## src/rtl/lags_pkg.sv

```systemverilog
package lags_pkg;

    localparam int EXT_W = 7;

    typedef enum logic [1:0] {
        KIND_WRITE   = 2'd0,
        KIND_EMIT    = 2'd1,
        KIND_ADVANCE = 2'd2
    } kind_t;

    typedef enum logic [2:0] {
        ST_IDLE  = 3'd0,
        ST_WR_RD = 3'd1,
        ST_WR_WR = 3'd2,
        ST_EMIT  = 3'd3,
        ST_ADV   = 3'd4
    } state_t;

    typedef struct packed {
        logic load_item;
        logic use_item;
        logic rd_en;
        logic wr_en;
        logic clr_win;
        logic shift;
        logic below_zero;
        logic out_load;
        logic out_last;
    } cmd_t;

    typedef struct packed {
        kind_t kind;
        logic  wr_in_range;
        logic  out_free;
    } stat_t;

endpackage

```

## src/rtl/lags_item_if.sv

```systemverilog
interface lags_item_if;
    logic       valid;
    logic       ready;
    logic [1:0] kind;
    logic [3:0] row;
    logic [3:0] col;
    logic       alive;

    modport source (output valid, output kind, output row, output col, output alive,
                    input ready);
    modport sink (input valid, input kind, input row, input col, input alive,
                  output ready);
endinterface

```

## src/rtl/lags_result_if.sv

```systemverilog
interface lags_result_if;
    logic        valid;
    logic        ready;
    logic [3:0]  row_index;
    logic [15:0] row_bits;
    logic        last;

    modport source (output valid, output row_index, output row_bits, output last,
                    input ready);
    modport sink (input valid, input row_index, input row_bits, input last,
                  output ready);
endinterface

```

## src/rtl/lags_ctrl.sv

```systemverilog
module lags_ctrl #(
    parameter int ROWS = 16
) (
    input  logic                          clk,
    input  logic                          rst_n,
    input  logic                          valid,
    output logic                          ready,
    input  lags_pkg::stat_t               st,
    output lags_pkg::cmd_t                cmd,
    output logic [$clog2(ROWS+2)-1:0]     cnt,
    output logic [$clog2(ROWS)-1:0]       ocnt
);
    import lags_pkg::*;

    localparam int CNT_W = $clog2(ROWS + 2);
    localparam int RW    = $clog2(ROWS);
    localparam logic [CNT_W-1:0] ROWS_C   = CNT_W'(ROWS);
    localparam logic [CNT_W-1:0] ROWS_END = CNT_W'(ROWS + 1);
    localparam logic [CNT_W-1:0] TWO_C    = CNT_W'(2);
    localparam logic [RW-1:0]    LAST_ROW = RW'(ROWS - 1);

    state_t           state_reg, state_next;
    logic [CNT_W-1:0] cnt_reg, cnt_next;
    logic [RW-1:0]    ocnt_reg, ocnt_next;
    logic             pend_reg, pend_next;
    logic             move, issue;

    always_ff @(posedge clk or negedge rst_n)
    begin
        if (!rst_n)
        begin
            state_reg <= ST_IDLE;
            cnt_reg   <= '0;
            ocnt_reg  <= '0;
            pend_reg  <= 1'b0;
        end
        else
        begin
            state_reg <= state_next;
            cnt_reg   <= cnt_next;
            ocnt_reg  <= ocnt_next;
            pend_reg  <= pend_next;
        end
    end

    always_comb
    begin
        state_next = state_reg;
        cnt_next   = cnt_reg;
        ocnt_next  = ocnt_reg;
        pend_next  = pend_reg;
        ready      = 1'b0;
        cmd        = '0;
        move       = 1'b0;
        issue      = 1'b0;
        case (state_reg)
            ST_IDLE:
            begin
                ready = 1'b1;
                if (valid)
                begin
                    cmd.load_item = 1'b1;
                    cnt_next      = '0;
                    ocnt_next     = '0;
                    pend_next     = 1'b0;
                    case (st.kind)
                        KIND_WRITE:
                        begin
                            if (st.wr_in_range)
                            begin
                                state_next = ST_WR_RD;
                            end
                        end
                        KIND_EMIT:
                        begin
                            state_next = ST_EMIT;
                        end
                        KIND_ADVANCE:
                        begin
                            cmd.clr_win = 1'b1;
                            state_next  = ST_ADV;
                        end
                        default:
                        begin
                            state_next = ST_IDLE;
                        end
                    endcase
                end
            end
            ST_WR_RD:
            begin
                cmd.use_item = 1'b1;
                cmd.rd_en    = 1'b1;
                state_next   = ST_WR_WR;
            end
            ST_WR_WR:
            begin
                cmd.use_item = 1'b1;
                cmd.wr_en    = 1'b1;
                state_next   = ST_IDLE;
            end
            ST_EMIT:
            begin
                move  = pend_reg && st.out_free;
                issue = (cnt_reg < ROWS_C) && (!pend_reg || move);
                cmd.rd_en    = issue;
                cmd.out_load = move;
                cmd.out_last = (ocnt_reg == LAST_ROW);
                if (issue)
                begin
                    cnt_next  = cnt_reg + CNT_W'(1);
                    pend_next = 1'b1;
                end
                else if (move)
                begin
                    pend_next = 1'b0;
                end
                if (move)
                begin
                    ocnt_next = ocnt_reg + RW'(1);
                    if (ocnt_reg == LAST_ROW)
                    begin
                        state_next = ST_IDLE;
                    end
                end
            end
            ST_ADV:
            begin
                cmd.rd_en      = (cnt_reg < ROWS_C);
                cmd.shift      = (cnt_reg != '0);
                cmd.below_zero = (cnt_reg == ROWS_END);
                cmd.wr_en      = (cnt_reg >= TWO_C);
                if (cnt_reg == ROWS_END)
                begin
                    state_next = ST_IDLE;
                end
                else
                begin
                    cnt_next = cnt_reg + CNT_W'(1);
                end
            end
            default:
            begin
                state_next = ST_IDLE;
            end
        endcase
    end

    assign cnt  = cnt_reg;
    assign ocnt = ocnt_reg;

`ifndef SYNTHESIS
    a_adv_bound: assert property (@(posedge clk) disable iff (!rst_n)
        state_reg == ST_ADV |-> cnt_reg <= ROWS_END)
        else $error("advance sweep ran past its end");

    a_no_overrun: assert property (@(posedge clk) disable iff (!rst_n)
        state_reg == ST_EMIT && cmd.rd_en && pend_reg |-> cmd.out_load)
        else $error("emit read overwrote an unsent row");

    a_load_free: assert property (@(posedge clk) disable iff (!rst_n)
        cmd.out_load |-> st.out_free)
        else $error("output register loaded while still full");

    a_emit_done: assert property (@(posedge clk) disable iff (!rst_n)
        state_reg == ST_EMIT && state_next == ST_IDLE |-> cnt_reg == ROWS_C && !pend_next)
        else $error("emit ended with rows still outstanding");
`endif

endmodule

```

## src/rtl/lags_datapath.sv

```systemverilog
module lags_datapath #(
    parameter int ROWS = 16,
    parameter int COLS = 16
) (
    input  logic                          clk,
    input  logic                          rst_n,
    input  logic [1:0]                    kind,
    input  logic [3:0]                    row,
    input  logic [3:0]                    col,
    input  logic                          alive,
    input  lags_pkg::cmd_t                cmd,
    input  logic [$clog2(ROWS+2)-1:0]     cnt,
    input  logic [$clog2(ROWS)-1:0]       ocnt,
    output lags_pkg::stat_t               st,
    lags_result_if.source                 result
);
    import lags_pkg::*;

    localparam int CNT_W = $clog2(ROWS + 2);
    localparam int RW    = $clog2(ROWS);
    localparam int CW    = $clog2(COLS);

    logic [COLS-1:0] mem [ROWS];
    logic [ROWS-1:0] row_vld_reg;

    logic [3:0]      item_row_reg;
    logic [3:0]      item_col_reg;
    logic            item_alive_reg;

    logic [COLS-1:0] rd_raw_reg;
    logic            rd_vld_reg;
    logic [COLS-1:0] rd_data;

    logic [COLS-1:0] above_reg;
    logic [COLS-1:0] cur_reg;
    logic [COLS-1:0] below;
    logic [COLS-1:0] next_row;
    logic [COLS-1:0] mod_row;
    logic [COLS-1:0] wr_data;

    logic [RW-1:0]    rd_addr;
    logic [RW-1:0]    wr_addr;
    logic [RW-1:0]    item_ridx;
    logic [CW-1:0]    item_cidx;
    logic [EXT_W-1:0] row_ext;
    logic [EXT_W-1:0] col_ext;
    logic [EXT_W-1:0] irow_ext;
    logic [EXT_W-1:0] icol_ext;
    logic [CNT_W-1:0] cnt_m2;

    logic             out_valid_reg;
    logic [3:0]       out_idx_reg;
    logic [15:0]      out_bits_reg;
    logic             out_last_reg;
    logic [COLS+15:0] rd_wide;
    logic [RW+3:0]    ocnt_wide;

    assign row_ext  = EXT_W'(row);
    assign col_ext  = EXT_W'(col);
    assign irow_ext = EXT_W'(item_row_reg);
    assign icol_ext = EXT_W'(item_col_reg);
    assign item_ridx = irow_ext[RW-1:0];
    assign item_cidx = icol_ext[CW-1:0];
    assign cnt_m2    = cnt - CNT_W'(2);

    assign st.kind        = kind_t'(kind);
    assign st.wr_in_range = (row_ext < EXT_W'(ROWS)) && (col_ext < EXT_W'(COLS));
    assign st.out_free    = !out_valid_reg || result.ready;

    assign rd_addr = cmd.use_item ? item_ridx : cnt[RW-1:0];
    assign wr_addr = cmd.use_item ? item_ridx : cnt_m2[RW-1:0];
    assign rd_data = rd_vld_reg ? rd_raw_reg : '0;
    assign below   = cmd.below_zero ? '0 : rd_data;

    always_comb
    begin
        mod_row            = rd_data;
        mod_row[item_cidx] = item_alive_reg;
    end

    always_comb
    begin
        logic [COLS+1:0] ap;
        logic [COLS+1:0] mp;
        logic [COLS+1:0] bp;
        logic [3:0]      n;
        ap = {1'b0, above_reg, 1'b0};
        mp = {1'b0, cur_reg, 1'b0};
        bp = {1'b0, below, 1'b0};
        next_row = '0;
        for (int c = 0; c < COLS; c++)
        begin
            n = {3'b0, ap[c]} + {3'b0, ap[c+1]} + {3'b0, ap[c+2]}
              + {3'b0, mp[c]} + {3'b0, mp[c+2]}
              + {3'b0, bp[c]} + {3'b0, bp[c+1]} + {3'b0, bp[c+2]};
            next_row[c] = (n == 4'd3) || (mp[c+1] && (n == 4'd2));
        end
    end

    assign wr_data = cmd.use_item ? mod_row : next_row;

    always_ff @(posedge clk)
    begin
        if (cmd.wr_en)
        begin
            mem[wr_addr] <= wr_data;
        end
        if (cmd.rd_en)
        begin
            rd_raw_reg <= mem[rd_addr];
        end
    end

    always_ff @(posedge clk or negedge rst_n)
    begin
        if (!rst_n)
        begin
            row_vld_reg <= '0;
            rd_vld_reg  <= 1'b0;
        end
        else
        begin
            if (cmd.wr_en)
            begin
                row_vld_reg[wr_addr] <= 1'b1;
            end
            if (cmd.rd_en)
            begin
                rd_vld_reg <= row_vld_reg[rd_addr];
            end
        end
    end

    always_ff @(posedge clk)
    begin
        if (cmd.load_item)
        begin
            item_row_reg   <= row;
            item_col_reg   <= col;
            item_alive_reg <= alive;
        end
        if (cmd.clr_win)
        begin
            above_reg <= '0;
            cur_reg   <= '0;
        end
        else if (cmd.shift)
        begin
            above_reg <= cur_reg;
            cur_reg   <= rd_data;
        end
    end

    // output register, one row per transaction
    assign rd_wide   = {16'b0, rd_data};
    assign ocnt_wide = {4'b0, ocnt};

    always_ff @(posedge clk or negedge rst_n)
    begin
        if (!rst_n)
        begin
            out_valid_reg <= 1'b0;
        end
        else if (cmd.out_load)
        begin
            out_valid_reg <= 1'b1;
        end
        else if (result.ready)
        begin
            out_valid_reg <= 1'b0;
        end
    end

    always_ff @(posedge clk)
    begin
        if (cmd.out_load)
        begin
            out_idx_reg  <= ocnt_wide[3:0];
            out_bits_reg <= rd_wide[15:0];
            out_last_reg <= cmd.out_last;
        end
    end

    assign result.valid     = out_valid_reg;
    assign result.row_index = out_idx_reg;
    assign result.row_bits  = out_bits_reg;
    assign result.last      = out_last_reg;

endmodule

```

## src/rtl/life_automaton_grid_step.sv

```systemverilog
// Game of Life (B3/S23) on a ROWS x COLS grid of one-bit cells, all dead after reset, with
// dead cells assumed beyond the border. Each item transaction is a cell write, an emit of
// every row as one result transaction each (last marks the final row), or one generation
// advanced in place. The grid sits in a one-read, one-write row memory. A write is a
// read-modify-write of one row (none when out of range), an emit reads every row in turn
// and waits while the output register is full, an advance sweeps every row, and an unused
// kind does nothing. The next item is taken once the item before is done, even while the
// last emitted row still waits in the output register.
module life_automaton_grid_step #(
    parameter int ROWS = 16,
    parameter int COLS = 16
) (
    input  logic         clk,
    input  logic         rst_n,
    lags_item_if.sink    item,
    lags_result_if.source result
);
    import lags_pkg::*;

    localparam int CNT_W = $clog2(ROWS + 2);
    localparam int RW    = $clog2(ROWS);

    cmd_t             cmd;
    stat_t            st;
    logic [CNT_W-1:0] cnt;
    logic [RW-1:0]    ocnt;
    logic             ready;

    assign item.ready = ready;

    lags_ctrl #(
        .ROWS (ROWS)
    ) u_ctrl (
        .clk   (clk),
        .rst_n (rst_n),
        .valid (item.valid),
        .ready (ready),
        .st    (st),
        .cmd   (cmd),
        .cnt   (cnt),
        .ocnt  (ocnt)
    );

    lags_datapath #(
        .ROWS (ROWS),
        .COLS (COLS)
    ) u_datapath (
        .clk    (clk),
        .rst_n  (rst_n),
        .kind   (item.kind),
        .row    (item.row),
        .col    (item.col),
        .alive  (item.alive),
        .cmd    (cmd),
        .cnt    (cnt),
        .ocnt   (ocnt),
        .st     (st),
        .result (result)
    );

endmodule
```

## src/flat_wrapper.sv

```systemverilog
// flat-port wrapper written by rule: the top's interface ports become plain ports
module life_automaton_grid_step_flat import lags_pkg::*;
#(
    parameter int ROWS = 16,
    parameter int COLS = 16
)
  (clk, rst_n, item_valid, item_kind, item_row, item_col, item_alive, item_ready, result_valid, result_row_index, result_row_bits, result_last, result_ready);
  lags_item_if item_i ();
  lags_result_if result_i ();
  input  logic clk;
  input  logic rst_n;
  input wire logic [$bits(item_i.valid)-1:0] item_valid;
  input wire logic [$bits(item_i.kind)-1:0] item_kind;
  input wire logic [$bits(item_i.row)-1:0] item_row;
  input wire logic [$bits(item_i.col)-1:0] item_col;
  input wire logic [$bits(item_i.alive)-1:0] item_alive;
  output wire logic [$bits(item_i.ready)-1:0] item_ready;
  output wire logic [$bits(result_i.valid)-1:0] result_valid;
  output wire logic [$bits(result_i.row_index)-1:0] result_row_index;
  output wire logic [$bits(result_i.row_bits)-1:0] result_row_bits;
  output wire logic [$bits(result_i.last)-1:0] result_last;
  input wire logic [$bits(result_i.ready)-1:0] result_ready;
  assign item_i.valid = item_valid;
  assign item_i.kind = item_kind;
  assign item_i.row = item_row;
  assign item_i.col = item_col;
  assign item_i.alive = item_alive;
  assign item_ready = item_i.ready;
  assign result_valid = result_i.valid;
  assign result_row_index = result_i.row_index;
  assign result_row_bits = result_i.row_bits;
  assign result_last = result_i.last;
  assign result_i.ready = result_ready;
  life_automaton_grid_step #(.ROWS(ROWS), .COLS(COLS)) u_core (.clk(clk), .rst_n(rst_n), .item(item_i), .result(result_i));
endmodule
```

## config.mk

```make
export PLATFORM = sky130hd
export DESIGN_NAME = life_automaton_grid_step_flat
export DESIGN_NICKNAME = d
export VERILOG_FILES = /design/src/rtl/lags_pkg.sv /design/src/rtl/lags_item_if.sv /design/src/rtl/lags_result_if.sv /design/src/rtl/lags_ctrl.sv /design/src/rtl/lags_datapath.sv /design/src/rtl/life_automaton_grid_step.sv /design/src/flat_wrapper.sv
export SDC_FILE = /design/constraint.sdc
export NUM_CORES = 1
export LEC_CHECK = 0
export ABC_CLOCK_PERIOD_IN_PS = 5100
export CORE_ASPECT_RATIO = 0.5
export CORE_MARGIN = 5
export CORE_UTILIZATION = 53
export CTS_CLUSTER_SIZE = 24
export DETAILED_ROUTE_END_ITERATION = 6
export DONT_BUFFER_PORTS = 1
export GPL_TIMING_DRIVEN = 0
export PLACE_DENSITY = 0.68
export SLEW_MARGIN = 10
export SYNTH_ARGS = -nofsm -noshare
export SYNTH_HDL_FRONTEND = slang
export SYNTH_SLANG_ARGS = --single-unit
```

## constraint.sdc

```tcl
create_clock -name clk -period 5.1 [get_ports clk]
set_clock_uncertainty 0.2 [all_clocks]
set_input_delay 1.02 -clock clk [delete_from_list [all_inputs] [get_ports clk]]
set_output_delay 1.02 -clock clk [all_outputs]
set_load 0.03 [all_outputs]
```

==> flow_metrics.py, run 1 <==
metrics = {
    "outcome": {
        "outcome": "complete, no violations",
    },
    "grt": {
        "grt-ovfl-total": 0,
        "globalRouteTotalUtil": 0.2157,
        "grt_pass1_vias": 10353,
        "grt_first_pass_wirelength_um": 59830,
        "met3_usage": 0.06556,
        "antenna_found_initial": 2,
        "grt_util_met2": 0.3372,
        "use_met1": 0.3059,
        "grt_busiest_layer": "met2",
        "grt_max_degree": 32,
    },
    "routing": {
        "routedWlPerCell_um": 21.86,
        "dr.pass1.iters": 5,
        "avgViaCountPerCell": 5.898,
        "drc": 0,
        "num_vias": 10434,
        "drtAntennaViolNets": 0,
        "routed_wl_um": 38680,
        "dr.first_iter.drc_count": 909,
    },
    "die": {
        "die_y_um": 137.1,
        "die_area_um2": 36190,
        "start_util": 0.5386,
        "ioPinCount": 38,
        "die_width_um": 264.1,
        "core_area_um2": 31770,
        "placementRows": 46,
    },
    "cells_and_area": {
        "fin_nets": 1440,
        "drive_above_1_share": 0.09499,
        "antennaDiodeCount": 0,
        "post-route-util": 0.6014,
        "largest_register_ffs": 256,
        "final_cells": 1769,
        "area_growth_pct": 11.66,
        "top_register": "u_core.u_datapath.mem",
    },
    "sta": {
        "setup_viol": 0,
        "rsz0062_at_grt": "no",
        "timing.hold.ws_ns": 0.1218,
        "slew_violations": 0,
        "finalCriticalPeriod_ns": 4.880,
        "tns_ns": 0,
        "hold_viol_final": 0,
        "max_slew_margin": 0.2813,
        "post-route-period-util": 0.9568,
        "fmax_mhz": 204.9,
        "tightest_slew_ns": 1.073,
    },
    "critical_path": {
        "cp_max_fo": 12,
        "startpoint_type": "flop",
        "required_ns": 5.26,
        "end_kind": "flop",
        "critPathArrivalTime_ns": 5.04,
        "worstSetupPathType": "reg -> reg",
    },
    "placed_design": {
        "dp_hpwl_um": 28170,
        "post-place-cells": 1705,
        "numPortBuffers": 0,
        "gp_congestion": 0.8912,
    },
    "synth": {
        "ys.flop_type": "edfxtp_1",
        "synthesis.nets": 1373,
        "synth_edf_count": 302,
        "netlist.area_leader.share": 0.5300,
        "ys_warn_count": 0,
        "synthArstFlopShare": 0.08493,
        "ys_seq_area_frac": 0.6128,
        "synth_cells": 1247,
        "synthTopCellsByArea": "edfxtp_1 53%, mux2i_1 8.7%, fa_1 7.0%",
        "synth_cell_types": 57,
        "avgSynthCellArea_um2": 13.72,
        "syn_area_um2": 17110,
        "synth_top_area_cell": "edfxtp_1",
        "ys_seq_elements": 365,
    },
    "clock_tree": {
        "ctsHtreeMaxLevel": 2,
        "cts.root.buffer_cell": "clkbuf_16",
        "cts_buffers": 35,
        "tritoncts": "yes",
        "clock-sinks": 365,
        "clkTransAtPathRegs_ns": 0.07,
        "worstSkewPairLatency_ns": 0.53,
        "cts_buffer_depth": 3,
    },
    "min_path": {
        "min_path_type": "in -> async",
    },
    "job": {
        "cap_violations": 0,
    },
}
[worst max-delay path: stages, from the launching register on]
cell and delay [ns]:
dfrtp_1 0.41, clkbuf_4 0.27, clkinvlp_4 0.13, ha_1 0.19
nand3_1 0.10, or2_0 0.11, clkbuf_2 0.21, clkbuf_4 0.27
nand2_1 0.18, fa_1 0.54, fa_1 0.49, inv_1 0.05
ha_1 0.20, fa_1 0.39, o21ai_0 0.18, o2111ai_1 0.28
o21ai_2 0.26, buf_4 0.26
[per-layer routing]
| metal | vias up | part of all wire |
|---|---|---|
| met5 | - | 0.00070 |
| met4 | 4 | 0.015 |
| met2 | 355 | 0.45 |
| met3 | 62 | 0.093 |
| li1 | 4743 | - |
| met1 | 5270 | 0.44 |
[final timing paths]
path	from	endpoint	slack [ns]	cells past startpoint
hold / removal	rst_n	u_core.u_datapath.row_vld_reg[3]$_DFFE_PN0P_	0.12	1
min in group clk	u_core.u_datapath.row_vld_reg[6]$_DFFE_PN0P_	u_core.u_datapath.row_vld_reg[6]$_DFFE_PN0P_	0.26	2
setup reg to reg	u_core.u_ctrl.cnt[1]$_DFFE_PN0P_	u_core.u_datapath.mem[8][11]$_DFFE_PP_	0.22	17
hold reg to reg	u_core.u_datapath.row_vld_reg[6]$_DFFE_PN0P_	u_core.u_datapath.row_vld_reg[6]$_DFFE_PN0P_	0.26	2
max in group asynchronous	rst_n	u_core.u_datapath.row_vld_reg[0]$_DFFE_PN0P_	4.40	1
setup / recovery	u_core.u_ctrl.cnt[1]$_DFFE_PN0P_	u_core.u_datapath.mem[8][11]$_DFFE_PP_	0.22	17
[layout by cell type, fill, tap and decap left out, types with 8 or more instances in the layout]
cell,n
a21oi_1,54
and2_1,27
buf_2,11
buf_4,20
buf_6,8
buf_8,10
clkbuf_1,35
clkbuf_16,35
clkinv_1,8
dfrtp_1,31
dfxtp_1,32
edfxtp_1,302
fa_1,60
ha_1,51
inv_1,87
mux2i_1,149
nand2_1,103
nand2b_1,11
nand3_1,26
nor2_1,22
nor2_2,16
nor3_1,11
o2111ai_1,15
o21ai_0,26
o21ai_1,14
o21bai_1,15
o22ai_1,66
or4_1,17
[final cells by class]
type | instances | area [um^2]
buffer | 50 | 277.8
tap | 432 | 540.5
timing repair buffer | 30 | 312.8
fill | 2402 | 12660
clock inverter | 15 | 143.9
inverter | 89 | 337.8
multi-input combinational | 743 | 6095
sequential | 365 | 10490
clock buffer | 45 | 913.4
[cell usage after synthesis, drive strengths merged (2+ instances only)]
cell,count
or4,17
xnor2,2
nand3,27
a31oi,6
dfrtp,31
edfxtp,302
dfxtp,32
a211oi,4
o211ai,2
clkbuf,28
nor3,11
inv,89
and2,27
nor2b,3
o21bai,15
nand2b,11
a21oi,54
o21ai,45
nor2,39
o221ai,2
a311oi,3
nand2,103
a2111oi,2
o2111ai,15
nor4,2
fa,60
mux2,2
o22ai,66
or3,4
xor2,3
a21o,2
ha,51
buf,22
mux2i,149
o31ai,2
[per-stage QoR]
stage | instance area, um^2 | worst slack [ns]
after floorplan | 17110 | 0.5132
after global placement | 17650 | -1.141
after detailed placement | 17970 | -0.8075
after CTS | 19060 | 0.07262
after global routing | 19110 | 0.03247
final | 19110 | 0.2203
[cell families (layout without fill, tap and decap cells)]
family,count (synthesis),in the layout,synth area share
flops,365,365,0.6128
simple gates,251,251,0.07020
compound gates,225,225,0.08102
mux,151,151,0.08848
buf+inv,139,229,0.03525
fa+ha+maj,111,111,0.1075
xor+xnor,5,5,0.004754
[timing repair]
item	4_1_cts	5_1_grt
gates resized for setup	7	5
hold endpoints to repair	31	0
setup endpoints to repair	206	170
pin swaps	0	0
hold buffers	1	0
setup buffers	0	2
Power of run 1 is not shown: default switching activity piles up to over one toggle a cycle in this logic, so the estimate is an artifact.
==> run 2: changes to the inputs <==
--- a/config.mk
+++ b/config.mk
@@ -5,8 +5,8 @@
 export SDC_FILE = /design/constraint.sdc
 export NUM_CORES = 1
 export LEC_CHECK = 0
-export ABC_CLOCK_PERIOD_IN_PS = 5100
-export CORE_ASPECT_RATIO = 0.5
+export ABC_CLOCK_PERIOD_IN_PS = 5330
+export CORE_ASPECT_RATIO = 0.7
 export CORE_MARGIN = 5
 export CORE_UTILIZATION = 53
 export CTS_CLUSTER_SIZE = 24
==> constraint.sdc (replaced) <==
create_clock -name clk -period 5.33 [get_ports clk]
set_clock_uncertainty 0.2 [all_clocks]
set_input_delay 0 -clock clk [delete_from_list [all_inputs] [get_ports clk]]
set_output_delay 0 -clock clk [all_outputs]
set_load 0.03 [all_outputs]
==> flow_metrics.py, run 2 (synthesized netlist as in run 1, its figures left out) <==
metrics = {
    "sta": {
        "finalCriticalPeriod_ns": 5.084,
        "fmax_mhz": 196.7,
        "rsz0062_at_grt": "no",
        "hold_viol_final": 0,
        "max_slew_margin": 0.1008,
        "tightest_slew_ns": 1.342,
        "slew_violations": 0,
        "post-route-period-util": 0.9539,
        "setup_viol": 0,
    },
    "routing": {
        "dr.pass1.iters": 5,
        "routedWlPerCell_um": 21.03,
        "drc": 0,
        "num_vias": 10291,
        "drtAntennaViolNets": 0,
        "routed_wl_um": 37640,
        "avgViaCountPerCell": 5.749,
        "dr.first_iter.drc_count": 948,
    },
    "die": {
        "ioPinCount": 38,
        "core_area_um2": 32070,
        "die_width_um": 224.8,
        "placementRows": 55,
        "start_util": 0.5336,
        "die_area_um2": 36030,
        "die_y_um": 160.3,
    },
    "placed_design": {
        "numPortBuffers": 0,
        "dp_hpwl_um": 27400,
        "gp_congestion": 0.8911,
    },
    "cells_and_area": {
        "antennaDiodeCount": 0,
        "post-route-util": 0.6041,
        "layout_commonest_cell": "edfxtp_1",
        "nFillCells": 2470,
        "drive_above_1_share": 0.09171,
        "top_register": "u_core.u_datapath.mem",
        "area_growth_pct": 13.22,
        "fin_nets": 1462,
        "largest_register_ffs": 256,
        "final_cell_mix": "302 x edfxtp_1, 149 x mux2i_1, 103 x nand2_1, 88 x inv_1, 66 x o22ai_1",
    },
    "min_path": {
        "min_path_type": "in -> reg",
    },
    "critical_path": {
        "cp_max_fo": 14,
        "end_kind": "flop",
        "ff2ff_setup_slack_ns": 0.25,
        "worstSetupPathType": "reg -> reg",
        "required_ns": 5.50,
        "critPathArrivalTime_ns": 5.25,
        "startpoint_type": "flop",
    },
    "clock_tree": {
        "tritoncts": "yes",
        "cts_buffer_depth": 3,
        "cts_buffers": 37,
        "clkTransAtPathRegs_ns": 0.06,
        "cts.root.buffer_cell": "clkbuf_16",
        "ctsHtreeMaxLevel": 2,
        "cts_setup_buffers": 0,
        "worstSkewPairLatency_ns": 0.55,
        "clock-sinks": 365,
    },
    "grt": {
        "globalRouteTotalUtil": 0.2108,
        "grt_first_pass_wirelength_um": 59350,
        "antenna_found_initial": 0,
        "grt-ovfl-total": 0,
        "grt_max_degree": 32,
        "grt_pass1_vias": 10251,
    },
    "outcome": {
        "outcome": "complete, no violations",
    },
    "job": {
        "cap_violations": 0,
    },
}
run 2: repair_timing:
action | CTS | global route
endpoints found under the hold margin | 87 | 0
gates resized for setup | 3 | 5
hold buffers | 28 | 0
endpoints found under the setup margin | 176 | 69
run 2: critical path: stages, from the launching register on:
cell	delay, ns
dfrtp_1	0.41
clkbuf_2	0.26
inv_1	0.35
ha_1	0.21
nand3_1	0.10
or2_0	0.22
clkbuf_2	0.20
clkbuf_4	0.25
nand2_1	0.21
fa_1	0.46
fa_1	0.50
inv_1	0.04
ha_1	0.20
fa_1	0.38
o21ai_0	0.17
o2111ai_1	0.16
o21ai_1	0.30
buf_4	0.29
run 2: layer usage:
| layer | vias up | wire [um] | GRT usage |
|---|---|---|---|
| li1 | 4808 | - | - |
| met1 | 5077 | 18400 | 0.3293 |
| met2 | 355 | 15890 | 0.3023 |
| met3 | 51 | 2789 | 0.04915 |
| met4 | 0 | 561 | 0.04841 |
| met5 | - | 0 | 0.005376 |
run 2: worst paths after layout:
kind / depth (start not counted) / startpoint / end
setup / recovery: 17 / u_core.u_ctrl.cnt[1]$_DFFE_PN0P_ / u_core.u_datapath.mem[5][7]$_DFFE_PP_
hold / removal: 3 / result_ready / u_core.u_datapath.result.valid$_DFFE_PN0P_
setup reg to reg: 17 / u_core.u_ctrl.cnt[1]$_DFFE_PN0P_ / u_core.u_datapath.mem[5][7]$_DFFE_PP_
hold reg to reg: 2 / u_core.u_datapath.row_vld_reg[11]$_DFFE_PN0P_ / u_core.u_datapath.row_vld_reg[11]$_DFFE_PN0P_
max in group asynchronous: 4 / rst_n / u_core.u_ctrl.ocnt[0]$_DFFE_PN0P_
min in group asynchronous: 4 / rst_n / u_core.u_datapath.row_vld_reg[8]$_DFFE_PN0P_
run 2: per-stage QoR:
stage / hold WS [ns] / TNS (ns) / setup slack, ns / cell area, um^2 / instances
global placement: -0.4949 / -137.57 / -0.8422 / 17640 / 1674
global route: 0.07005 / 0 / 0.06112 / 19370 / 1790
floorplan: -0.4956 / 0 / 0.7432 / 17110 / 1247
CTS: 0.02316 / 0 / 0.1777 / 19360 / 1790
finish: 0.05275 / 0 / 0.2457 / 19370 / 1790
detailed placement: -0.4949 / -62.17 / -0.5137 / 17880 / 1696
run 2: final cells by class:
class | count | area, um^2 | area share
buffer | 50 | 275.3 | 0.01421
clock buffer | 47 | 1005 | 0.05186
clock inverter | 19 | 163.9 | 0.008461
inverter | 89 | 334.1 | 0.01724
multi-input combinational | 743 | 6076 | 0.3136
sequential | 365 | 10490 | 0.5412
tap | 427 | 534.3 | 0.02758
timing repair buffer | 50 | 499.2 | 0.02577
Power of run 2 is left out for the same reason.
